===== config.mk =====
export PLATFORM = sky130hd
export DESIGN_NAME = accel_repetition_counter_flat
export DESIGN_NICKNAME = d
export VERILOG_FILES = /design/src/rtl/acc_rep_pkg.sv /design/src/rtl/acc_rep_if.sv /design/src/rtl/accel_repetition_counter.sv /design/src/rtl/acc_rep_filter.sv /design/src/rtl/acc_rep_phase.sv /design/src/flat_wrapper.sv
export SDC_FILE = /design/constraint.sdc
export NUM_CORES = 1
export LEC_CHECK = 0
export ABC_AREA = 1
export ABC_CLOCK_PERIOD_IN_PS = 9600
export BUFFER_PORTS_ARGS = -buffer_cell sky130_fd_sc_hd__buf_2
export CORE_MARGIN = 4
export CORE_UTILIZATION = 55
export DETAILED_ROUTE_END_ITERATION = 8
export GPL_TIMING_DRIVEN = 0
export PLACE_DENSITY = 0.72
export SKIP_LAST_GASP = 1
export SYNTH_ARGS = -nofsm -noshare
export SYNTH_HDL_FRONTEND = slang
export SYNTH_SLANG_ARGS = --single-unit
export TNS_END_PERCENT = 50

===== constraint.sdc =====
create_clock -name clk -period 9.6 [get_ports clk]
set_input_delay 1.44 -clock clk [delete_from_list [all_inputs] [get_ports clk]]
set_output_delay 1.44 -clock clk [all_outputs]
set_load 0.05 [all_outputs]

===== src/rtl/acc_rep_pkg.sv =====
`timescale 1ns / 1ps
// ----------------------------------------------------------------------------
// acc_rep_pkg
// Shared types, codes and constants for the accelerometer repetition counter.
// ----------------------------------------------------------------------------
package acc_rep_pkg;

  localparam int SAMPLE_BITS_DEF = 16;

  // Smoother: (26214*f + 6554*az + 16384) >> 15
  localparam int COEF_OLD   = 26214;
  localparam int COEF_NEW   = 6554;
  localparam int ROUND_BIAS = 16384;
  localparam int FILT_SHIFT = 15;
  localparam int FILT_RESET = 4096;   // 1.0 g in Q3.12

  // Thresholds in Q3.12
  localparam int TH_BELOW_090 = 3687;
  localparam int TH_ABOVE_115 = 4710;
  localparam int TH_ABOVE_105 = 4300;
  localparam int TH_ABOVE_110 = 4505;
  localparam int TH_BELOW_095 = 3892;

  // Exercise modes
  localparam logic [1:0] MODE_PRESS    = 2'd0;
  localparam logic [1:0] MODE_CURL     = 2'd1;
  localparam logic [1:0] MODE_PULLDOWN = 2'd2;

  // Motion phase codes on the result channel
  localparam logic [1:0] MP_IDLE = 2'd0;
  localparam logic [1:0] MP_DOWN = 2'd1;
  localparam logic [1:0] MP_UP   = 2'd2;

  // Configuration register indexes
  localparam int CFG_IDX_W = 2;
  localparam int CFG_DATA_W = 16;
  localparam logic [CFG_IDX_W-1:0] CFG_IDX_MODE = 2'd0;
  localparam logic [CFG_IDX_W-1:0] CFG_IDX_REFR = 2'd1;

  localparam logic [15:0] REFR_RESET = 16'd800;
  localparam logic [15:0] COUNT_MAX  = 16'hFFFF;

  typedef enum logic [2:0] {
    PH_IDLE = 3'b001,
    PH_DOWN = 3'b010,
    PH_UP   = 3'b100
  } phase_t;

  // Per-item control that travels alongside the filtered value
  typedef struct packed {
    logic [31:0] now_ms;
    logic        count_enable;
    logic        clear_count;
  } tick_ctl_t;

  function automatic logic [1:0] phase_code(phase_t p);
    logic [1:0] c;
    unique case (p)
      PH_IDLE: c = MP_IDLE;
      PH_DOWN: c = MP_DOWN;
      PH_UP:   c = MP_UP;
      default: c = MP_IDLE;
    endcase
    return c;
  endfunction

endpackage


===== src/rtl/acc_rep_if.sv =====
`timescale 1ns / 1ps
// ----------------------------------------------------------------------------
// acc_rep_if
// Valid/ready channels: tick items in, results out, configuration writes.
// ----------------------------------------------------------------------------
interface acc_in_if #(
  parameter int SAMPLE_BITS = acc_rep_pkg::SAMPLE_BITS_DEF
);
  logic                          valid;
  logic                          ready;
  logic                          has_sample;
  logic signed [SAMPLE_BITS-1:0] accel_z;
  logic [31:0]                   now_ms;
  logic                          count_enable;
  logic                          clear_count;

  modport source (output valid, has_sample, accel_z, now_ms, count_enable, clear_count,
                  input ready);
  modport sink   (input valid, has_sample, accel_z, now_ms, count_enable, clear_count,
                  output ready);
endinterface

interface acc_out_if #(
  parameter int SAMPLE_BITS = acc_rep_pkg::SAMPLE_BITS_DEF
);
  logic                          valid;
  logic                          ready;
  logic [15:0]                   rep_total;
  logic [1:0]                    motion_phase;
  logic signed [SAMPLE_BITS-1:0] smoothed_z;
  logic                          rep_event;

  modport source (output valid, rep_total, motion_phase, smoothed_z, rep_event,
                  input ready);
  modport sink   (input valid, rep_total, motion_phase, smoothed_z, rep_event,
                  output ready);
endinterface

interface acc_cfg_if;
  logic                                  valid;
  logic                                  ready;
  logic [acc_rep_pkg::CFG_IDX_W-1:0]     index;
  logic [acc_rep_pkg::CFG_DATA_W-1:0]    data;

  modport source (output valid, index, data, input ready);
  modport sink   (input valid, index, data, output ready);
endinterface


===== src/rtl/accel_repetition_counter.sv =====
`timescale 1ns / 1ps
// ----------------------------------------------------------------------------
// accel_repetition_counter
// Smoothed Z acceleration, exercise phase tracking and repetition counting.
// ----------------------------------------------------------------------------
// Pipeline: the input register loads on the accept edge, then the filter
//   state register, then the result register, which presents the result.
// Throughput: one item per cycle unless out_ch.ready stalls; the filter
//   and phase machine each close their state loop within a single stage.
// Reset (synchronous, rst_n low): pipeline empty, filter 1.0 g, phase idle,
//   count 0, last repetition time 0, mode press, refractory 800 ms.
// ----------------------------------------------------------------------------
module accel_repetition_counter #(
  parameter int SAMPLE_BITS = acc_rep_pkg::SAMPLE_BITS_DEF
) (
  input  logic        clk,
  input  logic        rst_n,
  acc_in_if.sink      in_ch,
  acc_out_if.source   out_ch,
  acc_cfg_if.sink     cfg_ch
);
  import acc_rep_pkg::*;

  // Configuration
  logic [1:0]  mode_r;
  logic [15:0] refr_r;

  // Input stage
  logic                          a_vld_r;
  logic                          a_has_r;
  logic signed [SAMPLE_BITS-1:0] a_az_r;
  tick_ctl_t                     a_ctl_r;

  // Filter stage (value lives in the filter)
  logic                          b_vld_r;
  tick_ctl_t                     b_ctl_r;
  logic signed [SAMPLE_BITS-1:0] filt_z;

  // Result stage
  logic o_vld_r;

  logic in_acc, a_adv, b_adv, a_free, b_free, o_free;

  assign o_free = !o_vld_r || out_ch.ready;
  assign b_adv  = b_vld_r && o_free;
  assign b_free = !b_vld_r || o_free;
  assign a_adv  = a_vld_r && b_free;
  assign a_free = !a_vld_r || b_free;
  assign in_ch.ready = a_free;
  assign in_acc = in_ch.valid && a_free;

  assign cfg_ch.ready = 1'b1;

  always_ff @(posedge clk) begin
    if (!rst_n) begin
      mode_r <= MODE_PRESS;
      refr_r <= REFR_RESET;
    end else if (cfg_ch.valid) begin
      if (cfg_ch.index == CFG_IDX_MODE) begin
        mode_r <= cfg_ch.data[1:0];
      end else if (cfg_ch.index == CFG_IDX_REFR) begin
        refr_r <= cfg_ch.data[15:0];
      end
    end
  end

  always_ff @(posedge clk) begin
    if (!rst_n) begin
      a_vld_r <= 1'b0;
      b_vld_r <= 1'b0;
      o_vld_r <= 1'b0;
    end else begin
      if (a_free) begin
        a_vld_r <= in_ch.valid;
      end
      if (b_free) begin
        b_vld_r <= a_vld_r;
      end
      if (o_free) begin
        o_vld_r <= b_vld_r;
      end
    end
  end

  always_ff @(posedge clk) begin
    if (in_acc) begin
      a_has_r              <= in_ch.has_sample;
      a_az_r               <= in_ch.accel_z;
      a_ctl_r.now_ms       <= in_ch.now_ms;
      a_ctl_r.count_enable <= in_ch.count_enable;
      a_ctl_r.clear_count  <= in_ch.clear_count;
    end
    if (a_adv) begin
      b_ctl_r <= a_ctl_r;
    end
  end

  acc_rep_filter #(
    .SAMPLE_BITS (SAMPLE_BITS)
  ) u_filter (
    .clk        (clk),
    .rst_n      (rst_n),
    .load       (a_adv),
    .has_sample (a_has_r),
    .accel_z    (a_az_r),
    .filt_z     (filt_z)
  );

  acc_rep_phase #(
    .SAMPLE_BITS (SAMPLE_BITS)
  ) u_phase (
    .clk           (clk),
    .rst_n         (rst_n),
    .load          (b_adv),
    .filt_z        (filt_z),
    .ctl           (b_ctl_r),
    .exercise_mode (mode_r),
    .refractory_ms (refr_r),
    .rep_total     (out_ch.rep_total),
    .motion_phase  (out_ch.motion_phase),
    .smoothed_z    (out_ch.smoothed_z),
    .rep_event     (out_ch.rep_event)
  );

  assign out_ch.valid = o_vld_r;

  a_ready_when_empty: assert property (@(posedge clk) disable iff (!rst_n)
    !a_vld_r |-> in_ch.ready)
    else $error("input stalled with an empty input stage");

  a_item_moves_on: assert property (@(posedge clk) disable iff (!rst_n)
    a_vld_r && b_free |=> b_vld_r)
    else $error("item lost between input and filter stage");

  a_result_moves_on: assert property (@(posedge clk) disable iff (!rst_n)
    b_vld_r && o_free |=> o_vld_r)
    else $error("item lost between filter and result stage");

endmodule


===== src/rtl/acc_rep_filter.sv =====
`timescale 1ns / 1ps
// ----------------------------------------------------------------------------
// acc_rep_filter
// Exponential smoother on Z acceleration; the state register is also the
// filtered value presented to the phase stage.
// ----------------------------------------------------------------------------
module acc_rep_filter #(
  parameter int SAMPLE_BITS = acc_rep_pkg::SAMPLE_BITS_DEF
) (
  input  logic                          clk,
  input  logic                          rst_n,
  input  logic                          load,
  input  logic                          has_sample,
  input  logic signed [SAMPLE_BITS-1:0] accel_z,
  output logic signed [SAMPLE_BITS-1:0] filt_z
);
  import acc_rep_pkg::*;

  localparam int PW = SAMPLE_BITS + 17;
  localparam longint SMAX_L = (longint'(1) << (SAMPLE_BITS - 1)) - 1;
  localparam longint SMIN_L = -SMAX_L - 1;
  localparam logic signed [PW-1:0] SMAX = PW'(SMAX_L);
  localparam logic signed [PW-1:0] SMIN = PW'(SMIN_L);
  localparam logic signed [SAMPLE_BITS-1:0] F_RST =
    SAMPLE_BITS'((longint'(FILT_RESET) > SMAX_L) ? SMAX_L : longint'(FILT_RESET));

  logic signed [SAMPLE_BITS-1:0] filt_r, filt_nxt;
  logic signed [PW-1:0]          prod_old, prod_new, acc, shifted;

  always_comb begin
    prod_old = PW'(filt_r) * PW'(COEF_OLD);
    prod_new = PW'(accel_z) * PW'(COEF_NEW);
    acc      = prod_old + prod_new + PW'(ROUND_BIAS);
    shifted  = acc >>> FILT_SHIFT;   // arithmetic shift = floor
    if (!has_sample) begin
      filt_nxt = filt_r;
    end else if (shifted > SMAX) begin
      filt_nxt = SMAX[SAMPLE_BITS-1:0];
    end else if (shifted < SMIN) begin
      filt_nxt = SMIN[SAMPLE_BITS-1:0];
    end else begin
      filt_nxt = shifted[SAMPLE_BITS-1:0];
    end
  end

  always_ff @(posedge clk) begin
    if (!rst_n) begin
      filt_r <= F_RST;
    end else if (load) begin
      filt_r <= filt_nxt;
    end
  end

  assign filt_z = filt_r;

  a_hold_no_sample: assert property (@(posedge clk) disable iff (!rst_n)
    load && !has_sample |=> $stable(filt_r))
    else $error("filter moved on an item without a sample");

endmodule


===== src/rtl/acc_rep_phase.sv =====
`timescale 1ns / 1ps
// ----------------------------------------------------------------------------
// acc_rep_phase
// Per-exercise hysteresis phase machine, refractory gate, saturating count
// and the result register.
// ----------------------------------------------------------------------------
module acc_rep_phase #(
  parameter int SAMPLE_BITS = acc_rep_pkg::SAMPLE_BITS_DEF
) (
  input  logic                          clk,
  input  logic                          rst_n,
  input  logic                          load,
  input  logic signed [SAMPLE_BITS-1:0] filt_z,
  input  acc_rep_pkg::tick_ctl_t        ctl,
  input  logic [1:0]                    exercise_mode,
  input  logic [15:0]                   refractory_ms,
  output logic [15:0]                   rep_total,
  output logic [1:0]                    motion_phase,
  output logic signed [SAMPLE_BITS-1:0] smoothed_z,
  output logic                          rep_event
);
  import acc_rep_pkg::*;

  phase_t                        phase_r, phase_nxt;
  logic [15:0]                   count_r, count_nxt;
  logic [31:0]                   last_r, last_nxt;
  logic                          evt_r;
  logic signed [SAMPLE_BITS-1:0] smz_r;
  logic signed [31:0]            k;
  logic [31:0]                   elapsed;
  logic                          gap_ok, hit;

  always_comb begin
    k       = 32'(filt_z);
    elapsed = ctl.now_ms - last_r;   // wraps modulo 2^32
    gap_ok  = elapsed > {16'd0, refractory_ms};
    hit     = 1'b0;
    phase_nxt = phase_r;
    count_nxt = count_r;
    last_nxt  = last_r;
    if (ctl.clear_count) begin
      count_nxt = '0;
      phase_nxt = PH_IDLE;
    end else if (ctl.count_enable) begin
      unique case (exercise_mode)
        MODE_PRESS: begin
          if (phase_r == PH_IDLE && k < TH_BELOW_090) begin
            phase_nxt = PH_DOWN;
          end else if (phase_r == PH_DOWN && k > TH_ABOVE_115) begin
            phase_nxt = PH_UP;
          end else if (phase_r == PH_UP && k > TH_ABOVE_105 && gap_ok) begin
            hit = 1'b1;
          end
        end
        MODE_CURL: begin
          if (phase_r == PH_IDLE && k > TH_ABOVE_110) begin
            phase_nxt = PH_UP;
          end else if (phase_r == PH_UP && k < TH_BELOW_090 && gap_ok) begin
            hit = 1'b1;
          end
        end
        MODE_PULLDOWN: begin
          if (phase_r == PH_IDLE && k < TH_BELOW_095) begin
            phase_nxt = PH_DOWN;
          end else if (phase_r == PH_DOWN && k > TH_ABOVE_110 && gap_ok) begin
            hit = 1'b1;
          end
        end
        default: ;   // unused mode: machine frozen
      endcase
    end
    if (hit) begin
      count_nxt = (count_r == COUNT_MAX) ? count_r : count_r + 16'd1;
      last_nxt  = ctl.now_ms;
      phase_nxt = PH_IDLE;
    end
  end

  always_ff @(posedge clk) begin
    if (!rst_n) begin
      phase_r <= PH_IDLE;
      count_r <= '0;
      last_r  <= '0;
      evt_r   <= 1'b0;
    end else if (load) begin
      phase_r <= phase_nxt;
      count_r <= count_nxt;
      last_r  <= last_nxt;
      evt_r   <= hit;
    end
  end

  always_ff @(posedge clk) begin
    if (load) begin
      smz_r <= filt_z;
    end
  end

  assign rep_total    = count_r;
  assign motion_phase = phase_code(phase_r);
  assign smoothed_z   = smz_r;
  assign rep_event    = evt_r;

  a_event_state: assert property (@(posedge clk) disable iff (!rst_n)
    evt_r |-> (count_r != 16'd0 && phase_r == PH_IDLE))
    else $error("repetition flagged without count or idle phase");

  a_count_monotonic: assert property (@(posedge clk) disable iff (!rst_n)
    load && !ctl.clear_count |=> count_r >= $past(count_r))
    else $error("count fell without a clear");

  a_last_on_event: assert property (@(posedge clk) disable iff (!rst_n)
    load && !hit |=> $stable(last_r))
    else $error("last repetition time moved without a repetition");

endmodule


===== src/flat_wrapper.sv =====
// flat-port wrapper written by rule: the top's interface ports become plain ports
module accel_repetition_counter_flat import acc_rep_pkg::*;
#(
  parameter int SAMPLE_BITS = acc_rep_pkg::SAMPLE_BITS_DEF
)
  (clk, rst_n, in_ch_valid, in_ch_has_sample, in_ch_accel_z, in_ch_now_ms, in_ch_count_enable, in_ch_clear_count, in_ch_ready, out_ch_valid, out_ch_rep_total, out_ch_motion_phase, out_ch_smoothed_z, out_ch_rep_event, out_ch_ready, cfg_ch_valid, cfg_ch_index, cfg_ch_data, cfg_ch_ready);
  acc_in_if #(.SAMPLE_BITS(SAMPLE_BITS)) in_ch_i ();
  acc_out_if #(.SAMPLE_BITS(SAMPLE_BITS)) out_ch_i ();
  acc_cfg_if cfg_ch_i ();
  input  logic clk;
  input  logic rst_n;
  input wire logic [$bits(in_ch_i.valid)-1:0] in_ch_valid;
  input wire logic [$bits(in_ch_i.has_sample)-1:0] in_ch_has_sample;
  input wire logic [$bits(in_ch_i.accel_z)-1:0] in_ch_accel_z;
  input wire logic [$bits(in_ch_i.now_ms)-1:0] in_ch_now_ms;
  input wire logic [$bits(in_ch_i.count_enable)-1:0] in_ch_count_enable;
  input wire logic [$bits(in_ch_i.clear_count)-1:0] in_ch_clear_count;
  output wire logic [$bits(in_ch_i.ready)-1:0] in_ch_ready;
  output wire logic [$bits(out_ch_i.valid)-1:0] out_ch_valid;
  output wire logic [$bits(out_ch_i.rep_total)-1:0] out_ch_rep_total;
  output wire logic [$bits(out_ch_i.motion_phase)-1:0] out_ch_motion_phase;
  output wire logic [$bits(out_ch_i.smoothed_z)-1:0] out_ch_smoothed_z;
  output wire logic [$bits(out_ch_i.rep_event)-1:0] out_ch_rep_event;
  input wire logic [$bits(out_ch_i.ready)-1:0] out_ch_ready;
  input wire logic [$bits(cfg_ch_i.valid)-1:0] cfg_ch_valid;
  input wire logic [$bits(cfg_ch_i.index)-1:0] cfg_ch_index;
  input wire logic [$bits(cfg_ch_i.data)-1:0] cfg_ch_data;
  output wire logic [$bits(cfg_ch_i.ready)-1:0] cfg_ch_ready;
  assign in_ch_i.valid = in_ch_valid;
  assign in_ch_i.has_sample = in_ch_has_sample;
  assign in_ch_i.accel_z = in_ch_accel_z;
  assign in_ch_i.now_ms = in_ch_now_ms;
  assign in_ch_i.count_enable = in_ch_count_enable;
  assign in_ch_i.clear_count = in_ch_clear_count;
  assign in_ch_ready = in_ch_i.ready;
  assign out_ch_valid = out_ch_i.valid;
  assign out_ch_rep_total = out_ch_i.rep_total;
  assign out_ch_motion_phase = out_ch_i.motion_phase;
  assign out_ch_smoothed_z = out_ch_i.smoothed_z;
  assign out_ch_rep_event = out_ch_i.rep_event;
  assign out_ch_i.ready = out_ch_ready;
  assign cfg_ch_i.valid = cfg_ch_valid;
  assign cfg_ch_i.index = cfg_ch_index;
  assign cfg_ch_i.data = cfg_ch_data;
  assign cfg_ch_ready = cfg_ch_i.ready;
  accel_repetition_counter #(.SAMPLE_BITS(SAMPLE_BITS)) u_core (.clk(clk), .rst_n(rst_n), .in_ch(in_ch_i), .out_ch(out_ch_i), .cfg_ch(cfg_ch_i));
endmodule

==> flow_metrics.tcl, run 1 <==
set metrics [dict create \
    final_hold_viol_count 0 \
    synth_compound_area_share_pct 10.6 \
    clock_path_buffers 2 \
    startpoint "u_core.u_filter.filt_z[15]$_SDFFE_PN0P_" \
    relSlewSlack_pct 43.5 \
    cts-root-buf "clkbuf_16" \
    grt_max_degree 44 \
    end_kind "register" \
    grt_use_met1_pct 32.8 \
    place.port_buffers 109 \
    cts_tree "built" \
    critPathLaunchType "register" \
    synth_area_per_cell_um2 7.98 \
    route.detailed.drc 0 \
    crit_end "u_core.u_filter.filt_z[10]$_SDFFE_PN0P_" \
    reg2reg_slack_ns 0.74 \
    synth-simple-area-share_pct 17.0 \
    floorplan.initialDensity_pct 56.1 \
    gr-total-overflow 0 \
    vias_per_cell 5.28 \
    clk_pin_slew_ns 0.08 \
    area_growth_pct 8.25 \
    io_pins 112 \
    clock.fmax_mhz 113 \
    drive_above_1_share_pct 7.88 \
    synthCells 2588 \
    synth-xor-area-share_pct 5.22 \
    dieArea_mm2 0.0407 \
    numCtsBuffers 17 \
    via_count 16900 \
    crit_arrival_ns 9.19 \
    setup-violations-final 0 \
    ys.warnings.count 0 \
    min_period_over_period_pct 92.3 \
    antenna_found_initial 0 \
    antenna_cells 0 \
    synth_top_cell_by_area "ha_1" \
    ant_nets 0 \
    syn_nets 3118 \
    path_max_fanout 23 \
    synth_area_mm2 0.0206 \
    reg2reg_depth 36 \
    netlist_top_cells_area "ha_1 19%, edfxtp_1 15%, fa_1 14%, inv_1 10%, nand2_1 9.1%" \
    layout_commonest_cell "inv_1" \
    met2_usage_pct 42.4 \
    grt_use_total_pct 24.7 \
    worst_path_most_repeated_cell "inv_1" \
    fin_crit_ns 8.86 \
    tns_ns 0 \
    grt_use_met3_pct 3.22 \
    maxCapViolCount 0 \
    drtIter0Drc 969 \
    worst_pin_slew_ns 0.841 \
    die-height_um 202 \
    wl_mm 49.6 \
    rr_endpoint "u_core.u_filter.filt_z[10]$_SDFFE_PN0P_" \
    yosysTopAreaCellShare_pct 19.0 \
    grt_pass1_wl_mm 82.9 \
    status "completed" \
    grt.busiest_layer "met2" \
    first_pass_iters 5 \
    cts_htree_levels 4 \
    critPathMaxStageDelay_ns 0.55 \
    insertion_delay_ns 0.45 \
    rr_startpoint "u_core.u_filter.filt_z[15]$_SDFFE_PN0P_" \
    synth_top_family_by_area "adder cells" \
    finish.net_count 3247 \
    grt_pass1_vias 16900 \
    core_area_mm2 0.0368 \
    synth_fa_ha_area_share_pct 32.8 \
    hold_path_class "reg -> reg" \
    cts.sinks 190 \
    critPathRequiredTime_ns 9.93 \
    synth_mux_area_share_pct 0.0545 \
    ys_seq_elements 190 \
    final_max_slew_viol_count 0 \
    nFillCells 3303 \
    ys_types 52 \
    layout_common_cells "552 x inv_1, 500 x nand2_1, 314 x ha_1" \
    gp_congestion 0.915 \
    dp_hpwl_mm 41.9 \
    routed_wire_length_per_instance_um 15.5 \
    slowest_stage "fa_1" \
    rows 70 \
    rsz0062_at_grt "no" \
    synth_sequential_area_ratio_pct 23.3 \
    skew_ns 0.0163 \
    path_class "reg -> reg" \
    cts_setup_buffers 0 \
    dieWidth_um 202 \
]
==> logic make-up after synthesis <==
kind of cell / Yosys count
xor gates and xnor gates: 123
adders and majority gates: 456
muxes: 1
DFF: 190
buffers and inverters: 593
AOI/OAI and AO/OA: 397
other: 1
and+or+nand+nor: 827
==> registers in the layout, indices dropped and copies added (netlist names) <==
register,cells
u_core.refr_r,16
u_core.out_ch.valid,1
u_core.b_vld_r,1
u_core.a_az_r,16
u_core.b_ctl_r,34
u_core.a_vld_r,1
u_core.u_phase.phase_r,3
u_core.a_ctl_r,34
u_core.a_has_r,1
u_core.mode_r,2
u_core.u_phase.smoothed_z,16
u_core.u_filter.filt_z,16
u_core.u_phase.rep_event,1
u_core.u_phase.rep_total,16
u_core.u_phase.last_r,32
==> synthesized netlist by cell type, drive strengths merged <==
cell,instances
nand3,89
nand2,515
a21oi,213
o21a,6
o221ai,4
nor4,4
ha,314
o21bai,12
and3,3
buf,14
xnor2,38
a21boi,7
o211a,1
nor3,25
o21ai,125
mux2,1
edfxtp,101
o211ai,5
clkbuf,16
nor4b,1
nor2,141
inv,561
and2,4
dfxtp,89
a41oi,1
conb,1
o31ai,4
nand4,27
a21o,9
or3,1
or2,8
a221oi,2
xor2,85
clkinv,2
a31oi,8
nor3b,2
nand3b,7
fa,142
==> through the flow <==
step | hold WS (ns) | area (um^2) | setup WS [ns] | instances | util (%)
finish | 0.420 | 22400 | 0.741 | 3198 | 60.8
global route | 0.430 | 22400 | 0.0103 | 3198 | 60.8
CTS | 0.422 | 22300 | 0.316 | 3198 | 60.7
detailed placement | 0.405 | 21800 | 0.353 | 3166 | 59.3
global placement | 0.404 | 21800 | 0.432 | 3165 | 59.2
floorplan | 0.400 | 20600 | 1.84 | 2588 | -
==> repair_timing <==
| item | CTS | global route |
|---|---|---|
| resized for setup | 0 | 2 |
| endpoints found under the setup margin | 0 | 15 |
| hold buffers | 0 | 0 |
==> metal layers <==
layer  up-vias  share of wire (%)
met5         -                  0
met4         0                2.8
met3        81                4.8
met2       396                 48
met1      7926                 45
li1       8498                  -
==> cell type report <==
cell class	instances	area, um^2	area share [%]
buffer	30	156	0.700
sequential	190	4820	21.6
tap	468	586	2.62
timing repair buffer	110	566	2.53
clock buffer	21	470	2.10
multi-input combinational	1805	13600	60.7
inverter	563	2110	9.45
clock inverter	11	77.6	0.347
==> critical path: cells and delay by family (launching register included) <==
kind / cells / cell delay (ns)
simple gates: 10 / 1.49
buf+inv: 10 / 1.48
compound gates: 6 / 1.24
flops: 1 / 0.50
fa+ha+maj: 9 / 3.78
xor+xnor: 1 / 0.23
==> worst min path at each step <==
stage	start	endpoint	slack, ns	cells past startpoint
4_1_cts	u_core.a_ctl_r[21]$_DFFE_PP_	u_core.b_ctl_r[21]$_DFFE_PP_	0.42	0
5_1_grt	u_core.a_ctl_r[10]$_DFFE_PP_	u_core.b_ctl_r[10]$_DFFE_PP_	0.43	0
6_report	u_core.a_ctl_r[21]$_DFFE_PP_	u_core.b_ctl_r[21]$_DFFE_PP_	0.42	0
2_1_floorplan	u_core.a_ctl_r[0]$_DFFE_PP_	u_core.b_ctl_r[0]$_DFFE_PP_	0.40	0
3_5_place_dp	u_core.a_ctl_r[21]$_DFFE_PP_	u_core.b_ctl_r[21]$_DFFE_PP_	0.40	0
3_3_place_gp	u_core.a_ctl_r[19]$_DFFE_PP_	u_core.b_ctl_r[19]$_DFFE_PP_	0.40	0
Power of run 1 is not shown: default switching activity piles up to over one toggle a cycle in this logic, so the estimate is an artifact.
==> run 2, diff against run 1 <==
Settings changed: ABC_CLOCK_PERIOD_IN_PS 9600 to unset, CTS_BUF_LIST set to sky130_fd_sc_hd__clkbuf_8.
Clock period 9.6 ns to 9.15 ns, I/O delays scaled along.
==> flow_metrics.tcl, run 2 (synthesis gave the netlist of run 1 again) <==
set metrics [dict create \
    layout_commonest_cell "inv_1" \
    critPathRequiredTime_ns 9.53 \
    cts_setup_buffers 0 \
    path_class "reg -> reg" \
    grt_use_total_pct 24.7 \
    first_pass_iters 5 \
    fin_crit_ns 8.55 \
    worst_path_most_repeated_cell "nand2_1" \
    cts.sinks 190 \
    critPathLaunchType "register" \
    cts-root-buf "clkbuf_8" \
    route.detailed.drc 0 \
    relSlewSlack_pct 44.2 \
    path_max_fanout 10 \
    routed_wire_length_per_instance_um 15.5 \
    grt_pass1_vias 16900 \
    tns_ns 0 \
    final_hold_viol_count 0 \
    maxCapViolCount 0 \
    drtIter0Drc 1045 \
    layout.area.seq_mm2 0.00482 \
    utilization_pct 60.3 \
    crit_arrival_ns 8.93 \
    cts_tree "built" \
    gr-total-overflow 0 \
    place.port_buffers 109 \
    layout_common_cells "553 x inv_1, 500 x nand2_1, 314 x ha_1" \
    ant_nets 0 \
    nFillCells 3347 \
    antenna_cells 0 \
    die-height_um 202 \
    end_kind "register" \
    setup-violations-final 0 \
    hold_path_class "reg -> reg" \
    worst_pin_slew_ns 0.837 \
    slowest_stage "dfxtp_1" \
    min_period_over_period_pct 93.5 \
    cts_htree_levels 4 \
    gp_congestion 0.915 \
    finish.net_count 3246 \
    cts_hold_buf 0 \
    clock.fmax_mhz 117 \
    drive_above_1_share_pct 7.99 \
    dieWidth_um 202 \
    antenna_found_initial 0 \
    multi_input_area_mm2 0.0136 \
    numCtsBuffers 17 \
    reg.largest.list "u_core.a_ctl_r (34), u_core.b_ctl_r (34), u_core.u_phase.last_r (32)" \
    skew_ns 0.0271 \
    rows 70 \
    status "completed" \
    floorplan.initialDensity_pct 56.1 \
    via_count 16900 \
    insertion_delay_ns 0.50 \
    io_pins 112 \
    dp_hpwl_mm 41.9 \
    dieArea_mm2 0.0407 \
    grt_pass1_wl_mm 82.8 \
    grt_max_degree 44 \
    wl_mm 49.6 \
    clk_pin_slew_ns 0.11 \
    clock_path_buffers 2 \
    vias_per_cell 5.29 \
    area_growth_pct 7.39 \
    rsz0062_at_grt "no" \
    whs_ns 0.423 \
    core_area_mm2 0.0368 \
    critPathMaxStageDelay_ns 0.66 \
    final_max_slew_viol_count 0 \
]
-- run 2: routing by layer --
layer / vias up / share of wire [%] / wire [um] / GRT usage [%]
li1: 8485 / - / - / -
met3: 67 / 4.9 / 2410 / 3.24
met4: 0 / 2.7 / 1340 / 7.37
met1: 7955 / 45 / 22200 / 32.8
met5: - / 0 / 0 / 0
met2: 402 / 48 / 23700 / 42.4
-- run 2: cell type report --
type,instances,share of cell area [%]
multi-input cells,1805,61.2
flip-flops and latches,190,21.7
inverters,563,9.53
well taps,468,2.64
repair buffers,110,2.55
clock buffers,20,1.24
plain buffers,29,0.700
clock inverters,12,0.367
-- run 2: path summary, 6_finish.rpt --
path / cells past startpoint / endpoint / slack (ns) / start
worst min-delay path: 0 / u_core.b_ctl_r[21]$_DFFE_PP_ / 0.42 / u_core.a_ctl_r[21]$_DFFE_PP_
worst max register to register: 35 / u_core.u_filter.filt_z[10]$_SDFFE_PN0P_ / 0.60 / u_core.u_filter.filt_z[3]$_SDFFE_PN0P_
worst min register to register: 0 / u_core.b_ctl_r[21]$_DFFE_PP_ / 0.42 / u_core.a_ctl_r[21]$_DFFE_PP_
worst max-delay path: 35 / u_core.u_filter.filt_z[10]$_SDFFE_PN0P_ / 0.60 / u_core.u_filter.filt_z[3]$_SDFFE_PN0P_
-- run 2: worst max-delay path, delay by kind of cell (launching register included) --
| family | cells | cell delay, ns |
|---|---|---|
| AO/OA/AOI/OAI | 6 | 1.45 |
| XOR/XNOR | 2 | 0.49 |
| adder cells (fa/ha/maj) | 9 | 3.62 |
| buffers and inverters | 6 | 0.79 |
| flip-flops | 1 | 0.66 |
| AND/OR/NAND/NOR | 12 | 1.40 |
-- run 2: timing repair --
item                       in CTS  in global routing
setup endpoints to repair      10                 15
gates cloned                    0                  0
resized for setup               1                  6
pin swaps                       0                  0
-- run 2: stage by stage --
stage,cells,instance area (um^2),worst slack (ns)
3_5_place_dp,3166,21800,-0.0968
2_1_floorplan,2588,20600,1.39
5_1_grt,3197,22200,0.0234
6_report,3197,22200,0.598
3_3_place_gp,3165,21800,-0.0184
4_1_cts,3198,22200,0.121
Power of run 2 is left out for the same reason.
==> run 3, diff against run 2 <==
Settings changed: CELL_PAD_IN_SITES_DETAIL_PLACEMENT set to 0, CELL_PAD_IN_SITES_GLOBAL_PLACEMENT set to 1, CORE_UTILIZATION 55 to 49, PLACE_DENSITY 0.72 to 0.83.
==> flow_metrics.tcl, run 3 (synthesis gave the netlist of run 1 again) <==
set metrics [dict create \
    relSlewSlack_pct 38.1 \
    worst_path_most_repeated_cell "nand2_1" \
    maxCapViolCount 0 \
    rr_startpoint "u_core.u_filter.filt_z[3]$_SDFFE_PN0P_" \
    tns_ns 0 \
    routed_wire_length_per_instance_um 15.8 \
    dieWidth_um 213 \
    hold_path_class "reg -> reg" \
    io_pins 112 \
    critPathLaunchType "register" \
    crit_arrival_ns 8.97 \
    end_kind "register" \
    grt_pass1_wl_mm 82.8 \
    cts.sinks 190 \
    gr-total-overflow 0 \
    dp_hpwl_mm 43.9 \
    grt_use_total_pct 22.9 \
    ant_nets 0 \
    area_growth_pct 8.13 \
    reg2reg_slack_ns 0.60 \
    dieArea_mm2 0.0455 \
    vias_per_cell 5.15 \
    status "completed" \
    path_class "reg -> reg" \
    layout_common_cells "554 x inv_1, 500 x nand2_1, 314 x ha_1" \
    setup-violations-final 0 \
    cts_setup_buffers 0 \
    wl_mm 51.6 \
    skew_ns 0.0225 \
    insertion_delay_ns 0.53 \
    fin_crit_ns 8.55 \
    place.port_buffers 109 \
    cts_hold_buf 0 \
    clk_pin_slew_ns 0.10 \
    route.detailed.drc 0 \
    via_count 16800 \
    cts-root-buf "clkbuf_8" \
    critPathRequiredTime_ns 9.57 \
    path_max_fanout 10 \
    cts_tree "built" \
    numCtsBuffers 17 \
    min_from "u_core.a_ctl_r[20]$_DFFE_PP_" \
    finish.net_count 3246 \
    startpoint "u_core.u_filter.filt_z[3]$_SDFFE_PN0P_" \
    layout_commonest_cell "inv_1" \
    drtIter0Drc 1005 \
    antenna_found_initial 4 \
    min_period_over_period_pct 93.5 \
    final_max_slew_viol_count 0 \
    rsz0062_at_grt "no" \
    crit_end "u_core.u_filter.filt_z[2]$_SDFFE_PN0P_" \
    floorplan.initialDensity_pct 50.1 \
    drive_above_1_share_pct 7.88 \
    core_area_mm2 0.0412 \
    reg.largest.list "u_core.a_ctl_r (34), u_core.b_ctl_r (34), u_core.u_phase.last_r (32)" \
    rows 74 \
    worst_pin_slew_ns 0.922 \
    grt_pass1_vias 16300 \
    clock.fmax_mhz 117 \
    first_pass_iters 6 \
    final_hold_viol_count 0 \
    gp_congestion 0.935 \
    grt_max_degree 44 \
    reg2reg_depth 34 \
    critPathMaxStageDelay_ns 0.62 \
    cts_htree_levels 4 \
    rr_endpoint "u_core.u_filter.filt_z[2]$_SDFFE_PN0P_" \
    die-height_um 213 \
    clock_path_buffers 2 \
    slowest_stage "dfxtp_1" \
]
==> run 3: cell count changes in the layout (fill, tap and decap cells not counted), moves of 2 or more <==
cell and change:
clkinv_2 -2, diode_2 +4, clkbuf_8 -3, bufinv_16 +4, inv_4 -2
==> run 3: routing by layer <==
metal  up-vias  global-route usage (%)  part of all wire (%)
li1       8504                       -                     -
met1      7976                    30.7                    45
met2       300                    39.6                    49
met3        48                    2.29                   3.5
met4         0                    6.62                   1.9
met5         -                       0                     0
==> run 3: worst max-delay path: cells and delay by family, from the launching register on <==
family / cells / cell delay (ns)
adder cells (fa/ha/maj): 9 / 3.74
AO/OA/AOI/OAI: 6 / 1.43
AND/OR/NAND/NOR: 11 / 1.13
XOR/XNOR: 2 / 0.77
buffers and inverters: 6 / 0.76
flip-flops: 1 / 0.62
==> run 3: through the flow <==
| step | instances | util [%] | hold WS, ns | instance area [um^2] | setup WS [ns] |
|---|---|---|---|---|---|
| after floorplan | 2588 | - | 0.400 | 20600 | 1.39 |
| after global placement | 3229 | 53.1 | 0.406 | 21900 | 0.129 |
| after detailed placement | 3230 | 53.1 | 0.406 | 21900 | 0.0365 |
| after CTS | 3262 | 54.1 | 0.428 | 22300 | 0.266 |
| after global routing | 3265 | 54.2 | 0.431 | 22300 | 0.0301 |
| final | 3265 | 54.2 | 0.425 | 22300 | 0.596 |
==> run 3: how the worst min path moves through the flow <==
stage                              endpoint  slack, ns  cells past startpoint
2_1_floorplan   u_core.b_ctl_r[0]$_DFFE_PP_       0.40                      0
3_3_place_gp   u_core.b_ctl_r[33]$_DFFE_PP_       0.41                      0
3_5_place_dp   u_core.b_ctl_r[20]$_DFFE_PP_       0.41                      0
4_1_cts        u_core.b_ctl_r[31]$_DFFE_PP_       0.43                      0
5_1_grt        u_core.b_ctl_r[20]$_DFFE_PP_       0.43                      0
6_report       u_core.b_ctl_r[20]$_DFFE_PP_       0.43                      0
==> run 3: cell type report <==
class	count	area, um^2
antenna	4	10.0
buffer	29	155
clock buffer	17	234
clock inverter	15	195
fill	3991	18900
inverter	563	2110
multi-input combinational	1805	13600
sequential	190	4820
tap	532	666
timing repair buffer	110	566
==> run 3: what timing repair did <==
action,in CTS,in global routing
pin swaps,0,0
gates cloned,0,0
gates resized for setup,1,4
endpoints found under the setup margin,1,15
Power of run 3 is left out for the same reason.
